### src/hw/rtl/mee_pkg.sv
// types and constants of the exception entry block
package mee_pkg;

  localparam logic [1:0] OpRaise     = 2'd0;
  localparam logic [1:0] OpInterrupt = 2'd1;
  localparam logic [1:0] OpCop0Check = 2'd2;
  localparam logic [1:0] OpOverflow  = 2'd3;

  localparam logic [1:0] CfgVectorBaseNormal = 2'd0;
  localparam logic [1:0] CfgVectorBaseBoot   = 2'd1;
  localparam logic [1:0] CfgCommonOffset     = 2'd2;
  localparam logic [1:0] CfgRefillOffset     = 2'd3;

  localparam logic [4:0] CodeInterrupt    = 5'd0;
  localparam logic [4:0] CodeCpuUnusable  = 5'd11;
  localparam logic [4:0] CodeOverflow     = 5'd12;

  localparam logic [31:0] ResetBaseNormal   = 32'h8000_0000;
  localparam logic [31:0] ResetBaseBoot     = 32'hBFC0_0000;
  localparam logic [11:0] ResetCommonOffset = 12'h080;
  localparam logic [11:0] ResetRefillOffset = 12'h000;

  localparam logic [31:0] PcStep = 32'd4;

  typedef struct packed {
    logic [1:0]         opcode;
    logic [31:0]        current_pc;
    logic               branch_pending;
    logic [4:0]         exc_code;
    logic               is_refill;
    logic [5:0]         status_stack;
    logic [7:0]         int_mask;
    logic [7:0]         int_pending;
    logic               boot_vectors;
    logic               cop0_usable;
    logic signed [31:0] operand_a;
    logic signed [31:0] operand_b;
  } req_t;

  typedef struct packed {
    logic        taken;
    logic [31:0] next_pc;
    logic [31:0] exception_pc;
    logic        delay_slot_flag;
    logic [4:0]  cause_code;
    logic        clear_ce;
    logic [5:0]  status_stack_out;
  } rsp_t;

  typedef struct packed {
    logic [31:0] vector_base_normal;
    logic [31:0] vector_base_boot;
    logic [11:0] common_offset;
    logic [11:0] refill_offset;
  } cfg_t;

endpackage

### src/hw/rtl/mee_cfg_regs.sv
// vector base and offset configuration registers
module mee_cfg_regs (
  input  logic             clk_i,
  input  logic             rst_ni,
  input  logic             cfg_valid_i,
  input  logic             cfg_ready_i,
  input  logic [1:0]       cfg_index_i,
  input  logic [31:0]      cfg_data_i,
  output mee_pkg::cfg_t    cfg_o
);

  mee_pkg::cfg_t cfg_q, cfg_d;

  always_comb begin
    cfg_d = cfg_q;
    if (cfg_valid_i && cfg_ready_i) begin
      case (cfg_index_i)
        mee_pkg::CfgVectorBaseNormal: cfg_d.vector_base_normal = cfg_data_i;
        mee_pkg::CfgVectorBaseBoot:   cfg_d.vector_base_boot   = cfg_data_i;
        mee_pkg::CfgCommonOffset:     cfg_d.common_offset      = cfg_data_i[11:0];
        mee_pkg::CfgRefillOffset:     cfg_d.refill_offset      = cfg_data_i[11:0];
        default: cfg_d = cfg_q;
      endcase
    end
  end

  always_ff @(posedge clk_i or negedge rst_ni) begin
    if (!rst_ni) begin
      cfg_q.vector_base_normal <= mee_pkg::ResetBaseNormal;
      cfg_q.vector_base_boot   <= mee_pkg::ResetBaseBoot;
      cfg_q.common_offset      <= mee_pkg::ResetCommonOffset;
      cfg_q.refill_offset      <= mee_pkg::ResetRefillOffset;
    end else begin
      cfg_q <= cfg_d;
    end
  end

  assign cfg_o = cfg_q;

endmodule

### src/hw/rtl/mee_eval.sv
// exception decision, vector, epc and status push for one request
module mee_eval (
  input  mee_pkg::req_t req_i,
  input  mee_pkg::cfg_t cfg_i,
  output mee_pkg::rsp_t rsp_o
);

  logic        take;
  logic        use_refill;
  logic [4:0]  code;
  logic        ce;
  logic [31:0] sum;
  logic        ovf;
  logic [31:0] base;
  logic [11:0] offset;
  logic [31:0] vector;

  assign sum = req_i.operand_a + req_i.operand_b;
  assign ovf = ((req_i.operand_a[31] ^ sum[31]) & (req_i.operand_b[31] ^ sum[31]));

  always_comb begin
    take       = 1'b0;
    use_refill = 1'b0;
    code       = mee_pkg::CodeInterrupt;
    ce         = 1'b0;
    case (req_i.opcode)
      mee_pkg::OpRaise: begin
        take       = 1'b1;
        code       = req_i.exc_code;
        use_refill = req_i.is_refill;
      end
      mee_pkg::OpInterrupt: begin
        take = req_i.status_stack[0] && ((req_i.int_pending & req_i.int_mask) != 8'd0);
        code = mee_pkg::CodeInterrupt;
      end
      mee_pkg::OpCop0Check: begin
        take = !req_i.cop0_usable;
        code = mee_pkg::CodeCpuUnusable;
        ce   = 1'b1;
      end
      mee_pkg::OpOverflow: begin
        take = ovf;
        code = mee_pkg::CodeOverflow;
      end
      default: take = 1'b0;
    endcase
  end

  assign base   = req_i.boot_vectors ? cfg_i.vector_base_boot : cfg_i.vector_base_normal;
  assign offset = use_refill ? cfg_i.refill_offset : cfg_i.common_offset;
  assign vector = base + {20'd0, offset};

  always_comb begin
    if (take) begin
      rsp_o.taken            = 1'b1;
      rsp_o.next_pc          = vector;
      rsp_o.exception_pc     = req_i.branch_pending ? (req_i.current_pc - mee_pkg::PcStep)
                                                    : req_i.current_pc;
      rsp_o.delay_slot_flag  = req_i.branch_pending;
      rsp_o.cause_code       = code;
      rsp_o.clear_ce         = ce;
      rsp_o.status_stack_out = {req_i.status_stack[3:0], 2'b00};
    end else begin
      rsp_o.taken            = 1'b0;
      rsp_o.next_pc          = req_i.current_pc;
      rsp_o.exception_pc     = 32'd0;
      rsp_o.delay_slot_flag  = 1'b0;
      rsp_o.cause_code       = 5'd0;
      rsp_o.clear_ce         = 1'b0;
      rsp_o.status_stack_out = req_i.status_stack;
    end
  end

endmodule

### src/hw/rtl/mips_exception_entry.sv
// top level of the exception entry block
//
//  channel | direction | handshake              | payload
//  in      | request   | in_valid_i / in_stall_o | in_req_i   (mee_pkg::req_t)
//  out     | response  | out_valid_o / out_stall_i | out_rsp_o (mee_pkg::rsp_t)
//  cfg     | write     | cfg_valid_i / cfg_ready_o | cfg_index_i, cfg_data_i
//
//  one request per cycle while in_stall_o is low; an accepted request goes to the input
//  register, then is evaluated into the response register
//  reset clears both valid flags and loads the default vector bases and offsets
//  a stalled response holds; the input stalls only when both registers are full
//  and the response is stalled
module mips_exception_entry (
  input  logic          clk_i,
  input  logic          rst_ni,
  input  logic          in_valid_i,
  output logic          in_stall_o,
  input  mee_pkg::req_t in_req_i,
  output logic          out_valid_o,
  input  logic          out_stall_i,
  output mee_pkg::rsp_t out_rsp_o,
  input  logic          cfg_valid_i,
  output logic          cfg_ready_o,
  input  logic [1:0]    cfg_index_i,
  input  logic [31:0]   cfg_data_i
);

  mee_pkg::cfg_t cfg;
  mee_pkg::req_t req_q;
  mee_pkg::rsp_t rsp_d, rsp_q;
  logic          req_valid_q, req_valid_d;
  logic          rsp_valid_q, rsp_valid_d;
  logic          rsp_free;
  logic          in_take;

  assign cfg_ready_o = 1'b1;

  mee_cfg_regs u_cfg (
    .clk_i       (clk_i),
    .rst_ni      (rst_ni),
    .cfg_valid_i (cfg_valid_i),
    .cfg_ready_i (cfg_ready_o),
    .cfg_index_i (cfg_index_i),
    .cfg_data_i  (cfg_data_i),
    .cfg_o       (cfg)
  );

  mee_eval u_eval (
    .req_i (req_q),
    .cfg_i (cfg),
    .rsp_o (rsp_d)
  );

  assign rsp_free   = !rsp_valid_q || !out_stall_i;
  assign in_stall_o = req_valid_q && !rsp_free;
  assign in_take    = in_valid_i && !in_stall_o;

  always_comb begin
    req_valid_d = req_valid_q;
    if (in_take) begin
      req_valid_d = 1'b1;
    end else if (rsp_free) begin
      req_valid_d = 1'b0;
    end
    rsp_valid_d = rsp_free ? req_valid_q : rsp_valid_q;
  end

  always_ff @(posedge clk_i or negedge rst_ni) begin
    if (!rst_ni) begin
      req_valid_q <= 1'b0;
      rsp_valid_q <= 1'b0;
    end else begin
      req_valid_q <= req_valid_d;
      rsp_valid_q <= rsp_valid_d;
    end
  end

  always_ff @(posedge clk_i) begin
    if (in_take) begin
      req_q <= in_req_i;
    end
    if (rsp_free && req_valid_q) begin
      rsp_q <= rsp_d;
    end
  end

  assign out_valid_o = rsp_valid_q;
  assign out_rsp_o   = rsp_q;

endmodule

### config.mk
export PLATFORM = sky130hd
export DESIGN_NAME = mips_exception_entry
export DESIGN_NICKNAME = d
export VERILOG_FILES = /design/src/hw/rtl/mee_pkg.sv /design/src/hw/rtl/mee_cfg_regs.sv /design/src/hw/rtl/mee_eval.sv /design/src/hw/rtl/mips_exception_entry.sv
export SDC_FILE = /design/constraint.sdc
export NUM_CORES = 1
export LEC_CHECK = 0
export ABC_AREA = 1
export BUFFER_PORTS_ARGS = -buffer_cell sky130_fd_sc_hd__buf_2
export CORE_MARGIN = 1
export CORE_UTILIZATION = 30
export CTS_CLUSTER_DIAMETER = 200
export DETAILED_ROUTE_END_ITERATION = 12
export PLACE_DENSITY_LB_ADDON = 0.15
export SYNTH_ARGS = -nofsm -noshare
export SYNTH_HDL_FRONTEND = slang
export SYNTH_SLANG_ARGS = --single-unit
### constraint.sdc
create_clock -name clk_i -period 4.71 [get_ports clk_i]
set_input_delay 0.942 -clock clk_i [delete_from_list [all_inputs] [get_ports clk_i]]
set_output_delay 0.942 -clock clk_i [all_outputs]
set_load 0.02 [all_outputs]
=== Word level (Yosys, flattened, before mapping) ===
Cells that the tools add are included.
Widths: inputs -> output; s select.

* $add $sub $neg: 3
* Equal/unequal tests: 6
* Muxes and demuxes: 10
* Bitwise gates (word level): 4
* Reduce and logical (&&, ||, !) cells: 18

{| class="wikitable"
|+ Operators with widths
! operator !! count
|-
| $mux 78 || 1
|-
| $mux 32 || 2
|-
| $add 32x12->32 || 1
|-
| $add 32x32->32 || 1
|-
| $sub 32x3->32 const B || 1
|-
| $pmux 5 s4 || 1
|-
| $mux 12 || 1
|-
| $and 8x8->8 || 1
|-
| $eq 2x2->1 const B || 4
|-
| $reduce_and 2->1 || 4
|-
| $reduce_bool 8->1 || 1
|-
| $logic_not 1->1 || 5
|-
| $eq 2x1->1 const B || 2
|-
| $logic_and 1x1->1 || 4
|-
| $logic_not 2->1 || 2
|-
| $mux 1 || 4
|-
| $pmux 1 s4 || 1
|-
| $reduce_bool 2->1 || 1
|-
| $xor 1x1->1 || 2
|-
| $and 1x1->1 || 1
|-
| $logic_or 1x1->1 || 1
|}

* Register bits after elaboration: 297
* Bits of input ports: 168
* Output and inout port bits: 81
* Logic and storage cells: 67

=== Depth between registers and ports, before layout ===
Gate-level depths: netlist of the first run.

* Word-level depth: 7
* Gate-level depth with buffers: 19
* Depth with buffers taken out: 17

=== Cells and area by module ===
From an unflattened synthesis of the first run, not the netlist that was laid out.

* Cells, all modules: 1388
* Area total of the unflattened synthesis: 14049.7 µm²

{| class="wikitable"
|+ Modules (own cells, without submodules)
! module !! instances !! cells an instance !! area each (µm²) !! sequential area each (µm²)
|-
| mips_exception_entry || 1 || 221 || 6322.3 || 6266.0
|-
| mee_eval || 1 || 777 || 4254.1 || 0.0
|-
| mee_cfg_regs || 1 || 390 || 3473.3 || 2215.9
|}

=== Worst setup path after synthesis of the first run ===
No wires, ideal clock.

* Path type: input-to-reg
* From: in out_stall_i
* To: reg rsp_q, in the netlist out_rsp_o[0], enable pin
* Setup time: 0.540 ns
* Arrival: 4.740 ns
* Data required time: 4.170 ns
* Setup slack: -0.570 ns
* Stages on the path: 1
* Path buffers: 0
* Path through: a21oi_1

* Longest elaborated chain between the ends: 3

{| class="wikitable"
|+ Ends and longest elaborated chain
! item !! line !! text
|-
| start: declaration || mips_exception_entry.sv:20 || <nowiki>input logic out_stall_i,</nowiki>
|-
| $logic_not 1->1 || mips_exception_entry.sv:54 || <nowiki>assign rsp_free = !rsp_valid_q || !out_stall_i;</nowiki>
|-
| $logic_or 1x1->1 || mips_exception_entry.sv:54 ||
|-
| $logic_and 1x1->1 || mips_exception_entry.sv:82 || <nowiki>if (rsp_free && req_valid_q) begin</nowiki>
|-
| end signal: assignment || mips_exception_entry.sv:83 || <nowiki>rsp_q <= rsp_d;</nowiki>
|-
| end: declaration || mips_exception_entry.sv:30 || <nowiki>mee_pkg::rsp_t rsp_d, rsp_q;</nowiki>
|}

Every way passes these cells.
A chain may end at the register's enable or synchronous reset.

==> flow_summary.json, run 1 <==
{
  "avgRoutedWirePerCell_um": 16.9,
  "postPlaceCellArea_um2": 15700,
  "finalWirelength_um": 37100,
  "ctsHoldBuffers": 0,
  "die_h_um": 216,
  "cts_tree": "built",
  "syn_area_um2": 13700,
  "antenna_found_initial": 13,
  "drive_gt1_share_pct": 23.8,
  "ys_types": 42,
  "grt_pass1_wl_um": 57400,
  "synthAdderAreaFrac_pct": 4.06,
  "layout_setup_ws_ns": 1.46,
  "clk_latency_ns": 0.54,
  "synth_seq_cells": 297,
  "finalSetupViolCount": 0,
  "hold_viol_final": 0,
  "drc": 0,
  "synth_compound_area_share_pct": 7.44,
  "rsz0062_at_grt": "false",
  "drtIter0Drc": 530,
  "synthXorXnorAreaFrac_pct": 2.99,
  "status": "finished, final reports clean",
  "num_vias": 9783,
  "hold_path_class": "flop to flop",
  "arrival_ns": 3.54,
  "p_total_w": 0.00749,
  "fmax_mhz": 308,
  "cts_resized": 0,
  "fp.dieArea_um2": 46700,
  "cts_buffers": 36,
  "r2r_slack_ns": 1.46,
  "grt_max_degree": 79,
  "nets": 1789,
  "synth_top_family_by_area": "simple AND/OR/NAND/NOR gates",
  "regArea_um2": 8480,
  "worst_ep_required_time_ns": 5.00,
  "synth.avg_cell_area_um2": 10.4,
  "criticalPathCategory": "flop to flop",
  "multi_input_area_um2": 4600,
  "reg2reg_to": "out_rsp_o[71]$_DFFE_PP_",
  "via_per_inst": 4.44,
  "syn_nets": 1533,
  "start_kind": "flop",
  "die_width_um": 216,
  "critical_path.max_fanout": 12,
  "synthMuxAreaShare_pct": 2.04,
  "port_buffers": 247,
  "worst_pin_slew_ns": 1.08,
  "synth_edf_count": 207,
  "design_area_um2": 16900,
  "async_flop_share_pct": 30.3,
  "post-place-ws_ns": 1.45,
  "clockBufferDepth": 3,
  "power_density_nw_per_um2": 444,
  "slew-limit-headroom_pct": 28.2,
  "clkTransAtPathRegs_ns": 0.06,
  "placementRows": 78,
  "ys_warn_count": 0,
  "slew_violations": 0,
  "gr-total-overflow": 0,
  "crit_start": "req_q[128]$_DFFE_PP_",
  "io_pins": 249,
  "peakVddDrop_v": 0.000267,
  "cp-endpoint": "out_rsp_o[71]$_DFFE_PP_",
  "final.setup_skew_ns": 0.0193,
  "critPathCaptureType": "flop",
  "p_leak_nw": 7.49,
  "fill_cells": 4606,
  "coreArea_um2": 45300,
  "yosysSeqAreaShare_pct": 61.7,
  "syn_to_final_growth_pct": 22.7,
  "period_share_pct": 68.9,
  "syn_inst": 1321,
  "synthSimpleGateAreaFrac_pct": 16.7,
  "track_usage_pct": 16.1,
  "cts_setup_buffers": 0,
  "synth_flop_cell": "edfxtp_1",
  "initial_utilization_pct": 30.4,
  "ant_nets": 0,
  "htreeDepth": 2,
  "fin_setup_tns_ns": 0,
  "drt-pass1-iter-count": 7,
  "clock-sinks": 297,
  "r2r_cells": 18,
  "hold_ws_ns": 0.481,
  "rr_startpoint": "req_q[128]$_DFFE_PP_",
  "grt_pass1_vias": 9963,
  "min_period_ns": 3.25,
  "cts-root-buf": "clkbuf_16",
  "max_cap_violations": 0,
  "dp_hpwl_um": 27400,
  "gp_congestion": 0.801
}
area by class of cell:
class / instances / share of cell area [%]
Antenna cell: 2 / 0.0297
Clock buffer: 44 / 5.71
Clock inverter: 18 / 1.43
Inverter: 126 / 2.82
Multi-Input combinational cell: 856 / 27.3
Sequential cell: 297 / 50.3
Tap cell: 600 / 4.45
Timing Repair Buffer: 260 / 8.00
critical path, stage by stage, from the launching register on:
cell and delay, ns:
edfxtp_1 0.47, nor2_1 0.20, nand2_1 0.09, buf_4 0.21, mux2_2 0.29, ha_1 0.22, fa_1 0.41, nand2_1 0.08
nand3_1 0.12, nand3_1 0.09, nand2_1 0.11, a21oi_1 0.24, inv_1 0.07, nand3_1 0.10, nand2_1 0.06, nand2_1 0.05
nand2_1 0.06, nand2_1 0.07, nand2_1 0.05
kinds of logic (layout without fill, tap and decap cells):
kind of cell / after synthesis / count (layout)
AO/OA/AOI/OAI: 188 / 188
buffers and inverters: 168 / 448
multiplexers: 25 / 25
other: 1 / 3
adder cells (fa/ha/maj): 44 / 44
flip-flops: 297 / 297
XOR/XNOR: 47 / 47
AND/OR/NAND/NOR: 551 / 551
metal layers:
layer | vias up | share of wire (%) | GRT usage [%]
met3 | 71 | 8.0 | 5.98
met5 | - | 0.37 | 0
li1 | 4963 | - | -
met4 | 22 | 2.3 | 4.95
met2 | 235 | 46 | 26.2
met1 | 4492 | 44 | 19.8
synth_stat cells, types with 2 or more instances:
cell,n,area [µm²]
dfrtp_1,79,1980
nor2_2,10,62.6
nor3_1,11,55.1
nand3b_1,3,22.5
o21ai_1,10,50.1
clkbuf_1,24,90.1
a21o_1,2,15.0
o21ai_2,9,78.8
ha_1,43,538
or2_2,2,12.5
a221oi_1,2,17.5
buf_2,10,50.1
o21ai_0,101,505
a21oi_1,50,250
xnor2_1,12,105
nand3_1,70,350
nand4_1,13,81.3
buf_6,5,56.3
a21boi_0,9,67.6
o21bai_1,2,15.0
edfxtp_1,207,6220
mux2_2,24,270
nand2_1,352,1320
nand2_2,5,31.3
xor2_1,35,307
nor2_1,77,289
buf_4,3,22.5
dfstp_2,11,289
nor3_2,3,30.0
inv_1,125,469
worst min path at each step:
stage | depth (start not counted) | to | startpoint
after global routing | 2 | u_cfg.cfg_o[24]$_DFFE_PN0P_ | u_cfg.cfg_o[24]$_DFFE_PN0P_
after CTS | 2 | u_cfg.cfg_o[61]$_DFFE_PN0P_ | u_cfg.cfg_o[61]$_DFFE_PN0P_
final | 2 | u_cfg.cfg_o[66]$_DFFE_PN0P_ | u_cfg.cfg_o[66]$_DFFE_PN0P_
after detailed placement | 2 | u_cfg.cfg_o[61]$_DFFE_PN0P_ | u_cfg.cfg_o[61]$_DFFE_PN0P_
after global placement | 2 | u_cfg.cfg_o[24]$_DFFE_PN0P_ | u_cfg.cfg_o[24]$_DFFE_PN0P_
after floorplan | 2 | out_valid_o$_DFFE_PN0N_ | req_valid_q$_DFFE_PN0P_
state kept, by name (all words and copies together), names as in the netlist:
| signal | count |
|---|---|
| out_rsp_o | 78 |
| req_q | 129 |
| u_cfg.cfg_o | 88 |
| req_valid_q | 1 |
| out_valid_o | 1 |
power breakdown:
part / total (W) / switching [W] / leakage [nW] / internal [W]
clock: 0.00287 / 0.00109 / 0.581 / 0.00178
sequential: 0.00333 / 0.000150 / 3.10 / 0.00318
combinational: 0.00128 / 0.000848 / 3.81 / 0.000436
total: 0.00749 / 0.00209 / 7.49 / 0.00539
stage by stage:
| step | utilization, % | instances |
|---|---|---|
| 6_report | 37.2 | 2203 |
| 2_1_floorplan | - | 1321 |
| 3_5_place_dp | 34.6 | 2139 |
| 4_1_cts | 37.2 | 2201 |
| 3_3_place_gp | 34.6 | 2139 |
| 5_1_grt | 37.2 | 2202 |
layout by cell type (no fill, tap or decap), types with 6 or more instances in the layout:
cell / instances
nand2_1: 352
buf_2: 246
edfxtp_1: 207
inv_1: 124
o21ai_0: 101
dfrtp_1: 79
nor2_1: 77
nand3_1: 69
a21oi_1: 49
ha_1: 43
clkbuf_16: 37
xor2_1: 35
mux2_2: 24
nand4_1: 13
buf_4: 13
xnor2_1: 12
nor3_1: 11
dfstp_2: 11
o21ai_1: 10
nor2_2: 10
a21boi_0: 9
o21ai_2: 8
bufinv_16: 6
clkinv_1: 6
clkbuf_1: 6
(Power assumes the default switching activity.)
==> inputs of run 2 (changes only) <==
clock period = 2.73 ns   (was 4.71 ns; I/O delays follow)
==> run 2 against run 1 <==
- sequential power is 72% higher
- critical endpoint is now out_rsp_o[53]$_DFFE_PP_
- via count increased by 2.8%
- the flow now finishes with violations (negative setup slack)
- sequential share of layout area is 1.9 points lower
- largest cell class unchanged
==> flow_summary.json, run 2 (same netlist as run 1, synthesis figures left out) <==
{
  "hold_viol_final": 0,
  "cts_tree": "built",
  "drive_gt1_share_pct": 29.3,
  "fp.dieArea_um2": 46700,
  "nets": 1836,
  "cp-endpoint": "out_rsp_o[53]$_DFFE_PP_",
  "layout_setup_ws_ns": -0.0530,
  "fmax_mhz": 359,
  "criticalPathCategory": "flop to flop",
  "worst_ep_required_time_ns": 3.00,
  "post-place-ws_ns": -0.156,
  "p_total_w": 0.0129,
  "worst-path-buf-inv": 2,
  "period_share_pct": 102,
  "cp_num_cells": 16,
  "finalWirelength_um": 37300,
  "reg2reg_to": "out_rsp_o[53]$_DFFE_PP_",
  "cts_buffers": 37,
  "largest_reg_flops": 129,
  "final_cell_mix": "nand2_1, buf_2, edfxtp_1",
  "critPathCaptureType": "flop",
  "arrival_ns": 3.05,
  "cp_slowest_cell": "edfxtp_1",
  "p_leak_nw": 7.72,
  "placementRows": 78,
  "gp_congestion": 0.828,
  "syn_to_final_growth_pct": 27.5,
  "clockBufferDepth": 3,
  "r2r_slack_ns": -0.05,
  "via_per_inst": 4.47,
  "start_kind": "flop",
  "violations": "negative setup slack",
  "fin_util_pct": 38.7,
  "critical_path.max_fanout": 12,
  "initial_utilization_pct": 30.4,
  "drt-pass1-iter-count": 5,
  "coreArea_um2": 45300,
  "critPathTopFamily": "simple AND/OR/NAND/NOR gates",
  "die_h_um": 216,
  "final_common_cell": "nand2_1",
  "grt_pass1_wl_um": 57700,
  "ant_nets": 0,
  "max_cap_violations": 0,
  "dp.cells": 2181,
  "antenna_found_initial": 16,
  "slew_violations": 0,
  "drc": 0,
  "path_common_cell": "nand2_1",
  "r2r_cells": 16,
  "status": "complete, but fails checks",
  "power_density_nw_per_um2": 735,
  "fin_cells": 2252,
  "crit_path_cell_trace": "nor2_2 -> nand2_2 -> buf_12 -> mux2_4 -> ha_4 -> fa_2 -> nand2_2 -> nand3_4 -> nand3_2 -> nand2_4 -> buf_4 -> nand2_1 -> nand2_1 -> xor2_1 -> nand2_1 -> nand2_1",
  "peakVddDrop_v": 0.000410,
  "clk_latency_ns": 0.54,
  "drtIter0Drc": 469,
  "min_from": "in_req_i[15]",
  "rr_startpoint": "req_q[128]$_DFFE_PP_",
  "dp_hpwl_um": 27600,
  "avgRoutedWirePerCell_um": 16.6,
  "clkTransAtPathRegs_ns": 0.06,
  "fill_cells": 4550,
  "die_width_um": 216,
  "track_usage_pct": 16.1,
  "grt_pass1_vias": 10200,
  "final.setup_skew_ns": 0.0206,
  "num_vias": 10100,
  "fin_setup_tns_ns": -0.0875,
  "slew-limit-headroom_pct": 50.2,
  "cts-root-buf": "clkbuf_16",
  "io_pins": 249,
  "grt_max_degree": 79,
  "rsz0062_at_grt": "true",
  "hold_path_class": "primary input to flop",
  "min_period_ns": 2.78,
  "clock-sinks": 297,
  "crit_start": "req_q[128]$_DFFE_PP_",
  "worst_pin_slew_ns": 0.745,
  "gr-total-overflow": 0,
  "finalSetupViolCount": 2,
  "htreeDepth": 2,
  "slowest_delay_ns": 0.41,
  "port_buffers": 247,
  "regMostFlops": "req_q"
}
run 2: cell types whose count changed in the layout (fill, tap and decap cells not counted), moves of 6 or more:
cell     before  now
a21oi_1      49   42
a21oi_2       1    7
buf_12        1    8
buf_4        13   51
ha_1         43   32
ha_4          0   11
nand2_1     352  333
nand2_2       5   21
nand3_1      69   63
run 2: worst reg2reg max path, delay by kind of cell (launching register included):
family                     cells  cell delay [ns]
DFF                            1             0.41
muxes                          1             0.32
adders and majority gates      2             0.52
xor gates and xnor gates       1             0.14
and+or+nand+nor               10             0.84
buffers and inverters          2             0.29
run 2: final cells by class:
cell class / instances / area [µm²] / area share [%]
Multi-Input combinational cell: 856 / 4930 / 28.1
Sequential cell: 297 / 8480 / 48.4
Antenna cell: 4 / 10.0 / 0.0571
Clock buffer: 45 / 956 / 5.46
Inverter: 126 / 477 / 2.72
Clock inverter: 18 / 133 / 0.757
Tap cell: 600 / 751 / 4.28
Timing Repair Buffer: 306 / 1780 / 10.2
run 2: worst min-delay path by stage:
stage                     slack, ns  cells past startpoint                     endpoint
after CTS                      0.14                      1         req_q[123]$_DFFE_PP_
final                          0.17                      1          req_q[15]$_DFFE_PP_
after global placement         0.46                      2  u_cfg.cfg_o[33]$_DFFE_PN0P_
after detailed placement       0.47                      2  u_cfg.cfg_o[24]$_DFFE_PN0P_
after floorplan                0.25                      0      out_valid_o$_DFFE_PN0N_
after global routing           0.14                      1         req_q[123]$_DFFE_PP_
run 2: metrics by stage:
step	hold WS [ns]	cell area, µm²
6_report	0.173	17500
5_1_grt	0.144	17500
4_1_cts	0.136	17300
3_5_place_dp	0.468	16100
3_3_place_gp	0.461	16100
2_1_floorplan	0.250	13800
run 2: repair_timing:
action | 4_1_cts | 5_1_grt
pin swaps | 5 | 8
resized for setup | 23 | 33
setup buffers | 1 | 2
hold endpoints to repair | 29 | 0
hold buffers | 1 | 0
setup endpoints to repair | 24 | 26
run 2: routing by layer:
layer  track usage [%]  wire (µm)  vias to the layer above
li1                  -          -                     5054
met1              20.0      15900                     4699
met2              26.6      17700                      227
met3              5.49       2910                       57
met4              4.39        634                       20
met5                 0        119                        -
run 2: report_power, final:
| part | switching [W] | internal (W) |
|---|---|---|
| Sequential | 0.000256 | 0.00549 |
| Combinational | 0.00161 | 0.00105 |
| Clock | 0.00189 | 0.00259 |
==> inputs of run 3 (changes only) <==
SYNTH_HIERARCHICAL = 1   (was unset)
==> run 3 against run 2 <==
- count of clock-buffer cells in the layout rose by 10
- final cell count rose by 2.7%
- register-to-register slack improved by 0.09 ns
- highest routed layer unchanged
- sequential power hardly changed
- core utilization is 0.36 points higher
- non-clock buffer count is 2 higher
- the run now ends clean
- fmax grew 3.4%
==> flow_summary.json, run 3 <==
{
  "finalSetupViolCount": 0,
  "dp_hpwl_um": 27500,
  "critPathCaptureType": "flop",
  "synth.avg_cell_area_um2": 10.1,
  "grt_pass1_wl_um": 58300,
  "slowest_delay_ns": 0.39,
  "final.setup_skew_ns": 0.0129,
  "cts_buffers": 37,
  "peakVddDrop_v": 0.000425,
  "avgRoutedWirePerCell_um": 16.4,
  "synth_edf_count": 207,
  "worst_pin_slew_ns": 0.673,
  "synth_top_area_cell": "edfxtp_1",
  "clockBufferDepth": 3,
  "dp.cells": 2236,
  "finalWirelength_um": 38000,
  "synth_flop_cell": "edfxtp_1",
  "slew-limit-headroom_pct": 55.0,
  "period_share_pct": 98.6,
  "drc": 0,
  "coreArea_um2": 45800,
  "p_total_w": 0.0130,
  "fin_cells": 2312,
  "nets": 1895,
  "io_pins": 249,
  "drive_gt1_share_pct": 29.4,
  "via_per_inst": 4.50,
  "syn_inst": 1388,
  "synth_area_leaders": "edfxtp_1, dfrtp_1, nand2_1",
  "track_usage_pct": 15.9,
  "status": "finished, final reports clean",
  "placementRows": 78,
  "initial_utilization_pct": 30.7,
  "die_width_um": 218,
  "largest_reg_flops": 129,
  "start_kind": "flop",
  "worst_ep_required_time_ns": 3.02,
  "crit_path_cell_trace": "nor2_2 -> nand2_2 -> buf_12 -> mux2_4 -> ha_4 -> fa_2 -> nand2_2 -> nand3_4 -> nand3_4 -> nand2_4 -> a21oi_2 -> inv_1 -> nand3_1 -> nand2_1 -> nand2_1 -> nand2_1 -> nand2_1 -> nand2_1",
  "async_flop_share_pct": 30.3,
  "htreeDepth": 2,
  "drt-pass1-iter-count": 5,
  "slew_violations": 0,
  "yosysSeqAreaShare_pct": 60.4,
  "hold_viol_final": 0,
  "max_cap_violations": 0,
  "grt_max_degree": 65,
  "layout_setup_ws_ns": 0.0379,
  "synth_top_area_share_pct": 44.2,
  "clock-sinks": 297,
  "arrival_ns": 2.98,
  "clkTransAtPathRegs_ns": 0.06,
  "num_vias": 10400,
  "ys_types": 42,
  "regMostFlops": "req_q",
  "clk_latency_ns": 0.54,
  "fin_setup_tns_ns": 0,
  "power_density_nw_per_um2": 725,
  "cp_slowest_cell": "edfxtp_1",
  "gr-total-overflow": 0,
  "synth_common_cells": "nand2_1, edfxtp_1, nand3_1",
  "antenna_found_initial": 8,
  "post-place-ws_ns": -0.0412,
  "syn_to_final_growth_pct": 27.2,
  "fin_util_pct": 39.1,
  "p_leak_nw": 8.05,
  "grt_pass1_vias": 10200,
  "criticalPathCategory": "flop to flop",
  "cts_tree": "built",
  "path_common_cell": "nand2_1",
  "fmax_mhz": 371,
  "fill_cells": 4538,
  "synth.most_common_cell": "nand2_1",
  "ant_nets": 0,
  "rsz0062_at_grt": "true",
  "hold_path_class": "primary input to flop",
  "min_period_ns": 2.69,
  "syn_area_um2": 14000,
  "final_cell_mix": "nand2_1, buf_2, edfxtp_1",
  "gp_congestion": 0.826,
  "die_h_um": 218,
  "port_buffers": 247,
  "drtIter0Drc": 560,
  "critical_path.max_fanout": 7,
  "cts-root-buf": "clkbuf_16",
  "synth_seq_cells": 297,
  "final_common_cell": "nand2_1",
  "fp.dieArea_um2": 47700,
  "ys_warn_count": 6
}
[run 3: cell count changes after synthesis, moves of 5 or more]
| cell | before | now |
|---|---|---|
| buf_2 | 10 | 31 |
| buf_4 | 3 | 8 |
| clkbuf_1 | 24 | 8 |
| inv_1 | 125 | 97 |
| inv_2 | 1 | 8 |
| nand2_1 | 352 | 441 |
| nand3_1 | 70 | 143 |
| nor3_1 | 11 | 6 |
| o21ai_0 | 101 | 13 |
| xor2_1 | 35 | 40 |
[run 3: metrics by stage]
stage / area [µm²] / hold WS, ns
after global routing: 17900 / 0.139
after floorplan: 14100 / 0.250
after global placement: 16300 / 0.449
after detailed placement: 16300 / 0.453
final: 17900 / 0.181
after CTS: 17500 / 0.140
[run 3: area by class of cell]
type	instances	area [µm²]	share of cell area [%]
flip-flops and latches	297	8480	47.5
multi-input cells	934	5280	29.5
repair buffers	308	1840	10.3
clock buffers	55	1050	5.85
well taps	600	751	4.20
inverters	105	398	2.23
clock inverters	12	70.1	0.392
diodes	1	2.50	0.0140
[run 3: cells by family (layout without fill, tap and decap cells)]
family | after synthesis | count (layout) | synth area share (%)
AND/OR/NAND/NOR | 713 | 713 | 21.4
flip-flops | 297 | 297 | 60.4
buffers and inverters | 158 | 480 | 5.06
AO/OA/AOI/OAI | 100 | 100 | 4.04
XOR/XNOR | 50 | 50 | 3.12
adder cells (fa/ha/maj) | 44 | 44 | 3.97
multiplexers | 25 | 25 | 1.99
other | 1 | 3 | 0.0267
[run 3: final timing paths]
check / startpoint / to / slack [ns] / cells after the start
max in group asynchronous: rst_ni / u_cfg/cfg_o[55]$_DFFE_PN1P_ / 1.57 / 3
min in group asynchronous: rst_ni / u_cfg/cfg_o[42]$_DFFE_PN0P_ / 0.44 / 2
setup reg to reg: req_q[128]$_DFFE_PP_ / out_rsp_o[71]$_DFFE_PP_ / 0.04 / 18
hold reg to reg: u_cfg/cfg_o[87]$_DFFE_PN1P_ / u_cfg/cfg_o[87]$_DFFE_PN1P_ / 0.46 / 2
hold / removal: in_req_i[28] / req_q[28]$_DFFE_PP_ / 0.18 / 1
setup / recovery: req_q[128]$_DFFE_PP_ / out_rsp_o[71]$_DFFE_PP_ / 0.04 / 18
[run 3: report_power, final]
part           total, W  internal [W]  switching (W)  leakage, nW
Clock           0.00452       0.00266        0.00186        0.541
Combinational   0.00273       0.00109        0.00164         4.40
Sequential      0.00571       0.00546       0.000246         3.11
Total            0.0130       0.00921        0.00375         8.05
[run 3: metal layers]
layer	up-vias	share of wire (%)	GRT usage, %
li1	5227	-	-
met3	57	5.5	3.98
met5	-	0.23	0
met1	4909	47	21.9
met2	206	46	25.0
met4	14	1.7	3.96
[run 3: worst max-delay path, delay by kind of cell, from the launching register on]
kind	cells	cell delay (ns)
simple gates	12	0.89
fa+ha+maj	2	0.52
flops	1	0.39
mux	1	0.31
buf+inv	2	0.19
compound gates	1	0.14
[run 3: repair_timing]
action	CTS	global route
hold buffers	1	0
hold endpoints to repair	13	0
gates resized for setup	10	70
setup buffers	1	6
pin swaps	2	17
setup endpoints to repair	21	26
